### config.mk
export PLATFORM = sky130hd
export DESIGN_NAME = psbl_front
export DESIGN_NICKNAME = d
export VERILOG_FILES = /design/src/rtl/psbl_pkg.sv /design/src/rtl/psbl_front.sv
export SDC_FILE = /design/constraint.sdc
export NUM_CORES = 1
export LEC_CHECK = 0
export BUFFER_PORTS_ARGS = -buffer_cell sky130_fd_sc_hd__buf_2
export CAP_MARGIN = 5
export CORE_AREA = 2 2 169 171
export DETAILED_ROUTE_END_ITERATION = 8
export DIE_AREA = 0 0 171 173
export GPL_TIMING_DRIVEN = 0
export SLEW_MARGIN = 25
export SYNTH_ARGS = -nofsm -noshare
export SYNTH_HDL_FRONTEND = slang
export SYNTH_SLANG_ARGS = --single-unit
export TNS_END_PERCENT = 50
### constraint.sdc
create_clock -name clk -period 9.63 [get_ports clk]
set_input_delay 0.4815 -clock clk [delete_from_list [all_inputs] [get_ports clk]]
set_output_delay 0.4815 -clock clk [all_outputs]
set_load 0.005 [all_outputs]
### src/rtl/psbl_pkg.sv
// Shared types, constants and helper functions of the projected SOR box LCP solver.
package psbl_pkg;

    // Default sizes handed to the top level parameters.
    localparam int DEF_MAX_ROWS  = 64;
    localparam int DEF_FRAC_BITS = 16;

    // Most rows a solve can report, fixed by the six-bit row fields.
    localparam int OUT_LIMIT  = 64;
    localparam int RELAX_FRAC = 14;
    localparam int QDEPTH     = 2;

    // Command opcodes.
    localparam logic [1:0] OP_LOAD_MAT = 2'd0;
    localparam logic [1:0] OP_LOAD_ROW = 2'd1;
    localparam logic [1:0] OP_SOLVE    = 2'd2;

    // Configuration register indexes.
    localparam logic [1:0] CFG_ROW_COUNT   = 2'd0;
    localparam logic [1:0] CFG_SWEEP_COUNT = 2'd1;
    localparam logic [1:0] CFG_RELAXATION  = 2'd2;

    // One queued command.
    typedef struct packed {
        logic [1:0]         op;
        logic [5:0]         row;
        logic [5:0]         col;
        logic signed [31:0] matrix_value;
        logic signed [31:0] rhs_value;
        logic signed [31:0] lower_bound;
        logic signed [31:0] upper_bound;
    } cmd_t;

    // Configuration seen by the solver.
    typedef struct packed {
        logic [6:0]  row_count;
        logic [7:0]  sweep_count;
        logic [14:0] relaxation;
    } cfg_t;

    // Rows that can actually be addressed.
    function automatic int eff_rows(input int m);
        return (m < OUT_LIMIT) ? m : OUT_LIMIT;
    endfunction

    // Index bits needed for the addressable rows.
    function automatic int idx_bits(input int m);
        return (eff_rows(m) > 1) ? $clog2(eff_rows(m)) : 1;
    endfunction

    // Saturate a wide signed value to 32 bits.
    function automatic logic signed [31:0] sat32(input logic signed [63:0] x);
        logic signed [31:0] r;
        if (x > 64'sh000000007fffffff)
        begin
            r = 32'sh7fffffff;
        end
        else if (x < 64'shffffffff80000000)
        begin
            r = 32'sh80000000;
        end
        else
        begin
            r = x[31:0];
        end
        return r;
    endfunction

endpackage

### src/rtl/psbl_front.sv
// Command front end: accepts items, drops ignored ones and queues the rest.
module psbl_front #(
    parameter int MAX_ROWS = psbl_pkg::DEF_MAX_ROWS
) (
    input  logic                 clk,
    input  logic                 rst_n,
    input  logic                 start,
    output logic                 busy,
    input  psbl_pkg::cmd_t       cmd_in,
    output logic                 head_valid,
    output psbl_pkg::cmd_t       head,
    input  logic                 pop
);

    localparam int N_EFF = psbl_pkg::eff_rows(MAX_ROWS);
    localparam int PW    = (psbl_pkg::QDEPTH > 1) ? $clog2(psbl_pkg::QDEPTH) : 1;

    psbl_pkg::cmd_t q_mem [psbl_pkg::QDEPTH];
    logic [PW-1:0]  wr_ptr_reg;
    logic [PW-1:0]  rd_ptr_reg;
    logic [PW:0]    count_reg;
    logic           keep;
    logic           push;
    logic           row_ok;
    logic           col_ok;

    // Classify: loads out of range and the unused opcode are dropped.
    assign row_ok = (32'(cmd_in.row) < N_EFF);
    assign col_ok = (32'(cmd_in.col) < N_EFF);
    always_comb
    begin
        unique case (cmd_in.op)
            psbl_pkg::OP_LOAD_MAT: keep = row_ok && col_ok;
            psbl_pkg::OP_LOAD_ROW: keep = row_ok;
            psbl_pkg::OP_SOLVE:    keep = 1'b1;
            default:               keep = 1'b0;
        endcase
    end

    assign busy       = (count_reg == (PW + 1)'(psbl_pkg::QDEPTH));
    assign push       = start && !busy && keep;
    assign head_valid = (count_reg != '0);
    assign head       = q_mem[rd_ptr_reg];

    // Queue pointers and fill count.
    always_ff @(posedge clk or negedge rst_n)
    begin
        if (!rst_n)
        begin
            wr_ptr_reg <= '0;
            rd_ptr_reg <= '0;
            count_reg  <= '0;
        end
        else
        begin
            if (push)
            begin
                wr_ptr_reg <= (32'(wr_ptr_reg) == psbl_pkg::QDEPTH - 1) ? '0 : wr_ptr_reg + 1'b1;
            end
            if (pop)
            begin
                rd_ptr_reg <= (32'(rd_ptr_reg) == psbl_pkg::QDEPTH - 1) ? '0 : rd_ptr_reg + 1'b1;
            end
            count_reg <= count_reg + (PW + 1)'(push) - (PW + 1)'(pop);
        end
    end

    // Queue storage.
    always_ff @(posedge clk)
    begin
        if (push)
        begin
            q_mem[wr_ptr_reg] <= cmd_in;
        end
    end

endmodule

==> results of run 1 <==
## worst max-delay path, stage by stage, from the launching register on
cell and delay [ps]:
dfrtp_1 340, buf_6 140, buf_6 190, buf_6 200, mux2_4 320, buf_2 140
## Yosys cell counts
| master | count |
|---|---|
| nor2b_1 | 1 |
| ha_1 | 2 |
| xor2_1 | 1 |
| mux2_2 | 72 |
| nand3b_1 | 1 |
| buf_2 | 7 |
| dfrtp_1 | 4 |
| mux2_4 | 70 |
| edfxtp_1 | 284 |
| xnor2_1 | 3 |
| buf_6 | 9 |
| or2_2 | 1 |
| nand2_1 | 1 |
| inv_1 | 2 |
| nor2_1 | 2 |
## path summary, 6_finish.rpt
| path | start | endpoint | slack, ps | cells past startpoint |
|---|---|---|---|---|
| setup reg to reg | count_reg[1] | q_mem[1][107] | 7270 | 6 |
| hold / removal | cmd_in[51] | q_mem[0][51] | 120 | 1 |
| setup / recovery | rd_ptr_reg | head[119] | 7270 | 5 |
| min in group asynchronous | rst_n | count_reg[1] | 290 | 2 |
| max in group asynchronous | rst_n | rd_ptr_reg | 9210 | 2 |
| hold reg to reg | count_reg[1] | count_reg[1] | 510 | 1 |
## kinds of logic (layout without fill, tap and decap cells)
| family | after synthesis | in the layout |
|---|---|---|
| adders and majority gates | 2 | 2 |
| muxes | 142 | 142 |
| and+or+nand+nor | 6 | 6 |
| DFF | 288 | 288 |
| other | 0 | 1 |
| xor gates and xnor gates | 4 | 4 |
| buffers and inverters | 18 | 376 |
## power by group through the flow
stage,Sequential [mW],Combinational (mW),Clock (mW)
5_1_grt,1.70,1.29,1.18
4_1_cts,1.68,1.22,1.13
3_5_place_dp,1.71,1.22,0
2_1_floorplan,1.76,0.690,0
6_report,1.68,1.19,1.10
3_3_place_gp,1.80,1.12,0
## metal layers
layer / global-route usage / part of all wire
met5: 0 / 0.00087
met4: 0.0388 / 0.027
met2: 0.221 / 0.48
met3: 0.0478 / 0.092
met1: 0.163 / 0.41
## cell type report
class / instances / share of cell area
antenna: 1 / 0.000179
buffer: 16 / 0.00977
clock buffer: 38 / 0.0559
clock inverter: 16 / 0.0112
inverter: 2 / 0.000538
multi-input combinational: 154 / 0.141
sequential: 288 / 0.618
tap: 378 / 0.0339
timing repair buffer: 304 / 0.130
==> reports/qor.txt, run 1 <==
Status: completed
Final antenna-violating net count: 0
IO Port Bufs: 289
CP required: 9150 ps
Max clock buf depth: 3
RSZ-0062 raised after global routing: false
Seq/Total Area, Yosys: 0.804
Post-route DRC violation count: 0
Type of the worst setup path: reg -> out
Commonest non-fill, non-tap cell in the layout: buf_2
Max Clock Freq: 423 MHz
Seq pwr share: 0.424
Storage cell area: 8630 µm²
Die Ht: 173 µm
Adder-Cell Fraction of Synth Area: 0.00233
Worst EP arrival: 1880 ps
Fin worst setup slack: 7270 ps
Cell row count: 61
Area of the mapped netlist: 10700 µm²
CTS resizes: 0
CTS clk-pin slew, worst paths: 60 ps
YS warnings: 0
WL final: 20.6 mm
Mapped Cells: 460
Post-route minimum period: 2360 ps
Startpoint Class: flop
Hold_buf cts: 1
Fraction of final layout cells with drive strength greater than 1: 0.614
DR pass1 iterations: 5
Post-place setup slack: 7200 ps
Wire per inst: 17.2 µm
Initial core utilization: 0.388
Largest net degree at the start of global routing: 24
Initial antenna violation count: 2
Comb power frac: 0.299
Worst Max-Slew Pin Slew: 552 ps
Non-Filler Instances: 1197
Synth unique cells: 15
Final setup fails: 0
Synth top area cells: edfxtp_1 (80%), mux2_4 (9.8%), mux2_2 (7.6%), buf_6 (0.94%), dfrtp_1 (0.93%)
Io pins: 290
Fin. max-slew vios: 0
Via count: 5374
Area leader, netlist: edfxtp_1
Total power: 3.97 mW
Core region area: 27600 µm²
Nets: 944
P per Cell Area: 284 nW/µm²
Xor/xnor share of the synthesized area: 0.00327
Placed cell area: 13000 µm²
Synth top area share: 0.795
Die X: 171 µm
Average cell area after synthesis: 23.3 µm²
Crit end category: primary output
Largest register FFs: 284
Combined area of the multi-input logic cells: 1970 µm²
Number of vias per cell: 4.49
Final core occ: 0.505
Commonest cells after routing, fill and taps aside: buf_2 (296), edfxtp_1 (284), mux2_2 (72), mux2_4 (70), clkbuf_16 (30)
Gr ovfl total: 0
Clk_skew: 11.0 ps
H-tree depth: 1
Max-Cap Viols: 0
Hold Vio Cnt, Final: 0
Mux contribution to synthesized area: 0.174
Postcts setup bufs: 0
Int Power: 2.93 mW
Max-slew headroom: 0.631
Compound-Gate Fraction of Synth Area: 0
Sw Ratio: 0.261
Net Sw Power: 1.03 mW
Power share of the clock group: 0.276
Fillers: 2327
Worst vdd ir: 0.162 mV
Final Cycle Share: 0.245
Gpl congestion: 0.698
Hpwl dp: 14.2 mm
Total track usage: 0.133
Syn_nets: 608
Clock Latency Late Sink: 550 ps
Cts bufs inserted: 30
Cell count after placement: 1141
#FFs+latches synth: 288
Largest family of logic cells by synthesized area: multiplexers
Clock Tree Root: clkbuf_16
Leakage power: 5.40 nW
Worst hold path type: in -> reg
Area grow syn2layout: 30.2%
Area of the die: 29600 µm²
Setup TNS: 0 ps
Initial DRC Count: 328
CTS Sinks: 288
Number of global-route vias before repair: 5632
CP max FO: 10
Simple-gate share of the synthesized area: 0.00292
CTS tree: built
Hold WS: 116 ps
First-pass GRT wire length: 30.6 mm
Final Cell Area: 14000 µm²
Power figures use the tool's default switching activity.
==> run 2, diff against run 1 <==
- clock period: 9.63 -> 2.3 ns (I/O delays scaled with it)
==> run 2 against run 1 <==
Via count up 12%. Clock power rose to 4.0 times the previous value. Worst hold slack worse by 59 ps. Non-clock buffer count up 149. Count of clock-buffer cells in the layout up 1. Register-to-register slack worse by 7100 ps. Sequential share of layout area down 5.7 points. Die area unchanged. Total power rose to 4.2 times the previous value. First-iteration DRC count down 33%. Routed wire length up 12%.
==> reports/qor.txt, run 2 (same netlist as run 1, synthesis figures left out) <==
Status: completed
Worst vdd ir: 0.621 mV
Hold Vio Cnt, Final: 0
Largest net degree at the start of global routing: 26
Wire per inst: 17.2 µm
Leakage power: 6.00 nW
Total power: 16.7 mW
Area of the die: 29600 µm²
Final Cell Area: 15400 µm²
Max clock buf depth: 3
Number of vias per cell: 4.50
Worst reg2reg path endpoint: q_mem[1][115]
Max Clock Freq: 476 MHz
Crit Reg-Reg Startpoint: count_reg[1]
Die X: 171 µm
Post-place setup slack: -119 ps
Final antenna-violating net count: 0
Via count: 6042
RSZ-0062 raised after global routing: false
Gr ovfl total: 0
Fraction of final layout cells with drive strength greater than 1: 0.525
Setup TNS: 0 ps
Hold depth: 3
Io pins: 290
CP max FO: 22
Max-Cap Viols: 0
Area grow syn2layout: 43.3%
First-pass GRT wire length: 35.0 mm
Final Cycle Share: 0.913
Fin. max-slew vios: 0
Hold Path Origin: start
Worst EP arrival: 2330 ps
Hpwl dp: 15.4 mm
Worst Max-Slew Pin Slew: 327 ps
Initial antenna violation count: 0
Post-route DRC violation count: 0
IO Port Bufs: 289
Nets: 1093
Cts bufs inserted: 30
Commonest cells after routing, fill and taps aside: buf_2 (296), edfxtp_1 (284), dlygate4sd3_1 (145), mux2_2 (72), mux2_4 (70)
CTS Sinks: 288
Initial DRC Count: 220
Core region area: 27600 µm²
H-tree depth: 1
Min-Delay Endpoint: wr_ptr_reg
Startpoint Class: flop
Clock Tree Root: clkbuf_16
Largest register FFs: 284
Total track usage: 0.151
DR pass1 iterations: 4
Crit end category: flop
Worst hold path type: in -> reg
Gpl congestion: 0.712
Initial core utilization: 0.388
Clock Latency Late Sink: 540 ps
Final setup fails: 0
WL final: 23.1 mm
Max-slew headroom: 0.781
CP required: 2530 ps
Placed cell area: 13000 µm²
N_diodes: 0
P per Cell Area: 1090 nW/µm²
CTS tree: built
Cell row count: 61
CTS resizes: 0
CTS clk-pin slew, worst paths: 60 ps
Worst Reg-to-Reg Cells: 6
Commonest non-fill, non-tap cell in the layout: buf_2
Number of global-route vias before repair: 6640
Reg2Reg Setup Slack: 200 ps
Fin worst setup slack: 200 ps
Type of the worst setup path: reg -> reg
Die Ht: 173 µm
Post-route minimum period: 2100 ps
Clk_skew: 16.6 ps
run 2: critical path: stages (launching register included):
cell and delay (ps):
dfrtp_1 420, nor2b_4 140, nand3b_1 320, nor2_4 260
buf_4 230, buf_12 200, buf_16 190
run 2: power breakdown:
part           internal [mW]  total, mW  switching [mW]
sequential              6.85       7.08           0.230
clock                   2.56       4.40            1.84
combinational           2.88       5.23            2.35
run 2: worst max path at each step:
stage | to | depth (start not counted) | from | slack [ps]
floorplan | q_mem[0][0] | 3 | count_reg[1] | -1090
global placement | q_mem[1][112] | 3 | count_reg[1] | -2090
detailed placement | q_mem[0][112] | 6 | count_reg[1] | -120
CTS | q_mem[1][34] | 6 | count_reg[1] | -120
global route | q_mem[1][115] | 6 | count_reg[1] | 110
finish | q_mem[1][115] | 6 | count_reg[1] | 200
run 2: per-stage QoR:
step | utilization | hold WS, ps | cells
finish | 0.556 | 56.8 | 1343
floorplan | - | -181 | 460
global placement | 0.458 | -75.4 | 1127
global route | 0.556 | 56.7 | 1343
CTS | 0.555 | 34.2 | 1338
detailed placement | 0.470 | -69.2 | 1139
run 2: final cells by class:
cell class / count / area (µm²)
Buffer: 16 / 136
Clock buffer: 39 / 806
Clock inverter: 13 / 88.8
Fill cell: 2190 / 12300
Inverter: 2 / 7.51
Multi-Input combinational cell: 154 / 1980
Sequential cell: 288 / 8630
Tap cell: 378 / 473
Timing Repair Buffer: 453 / 3260
run 2: timing repair:
| item | 4_1_cts | 5_1_grt |
|---|---|---|
| gates cloned | 0 | 0 |
| hold endpoints to repair | 289 | 0 |
| endpoints found under the setup margin | 50 | 69 |
| buffers inserted | 2 | 5 |
| pin swaps | 1 | 1 |
| hold buffers | 145 | 0 |
run 2: routing by layer:
metal / track usage / share of wire / vias to the layer above
li1: - / - / 2804
met5: 0 / 0 / -
met3: 0.0417 / 0.079 / 42
met4: 0.0427 / 0.020 / 0
met1: 0.168 / 0.38 / 2983
met2: 0.277 / 0.52 / 213
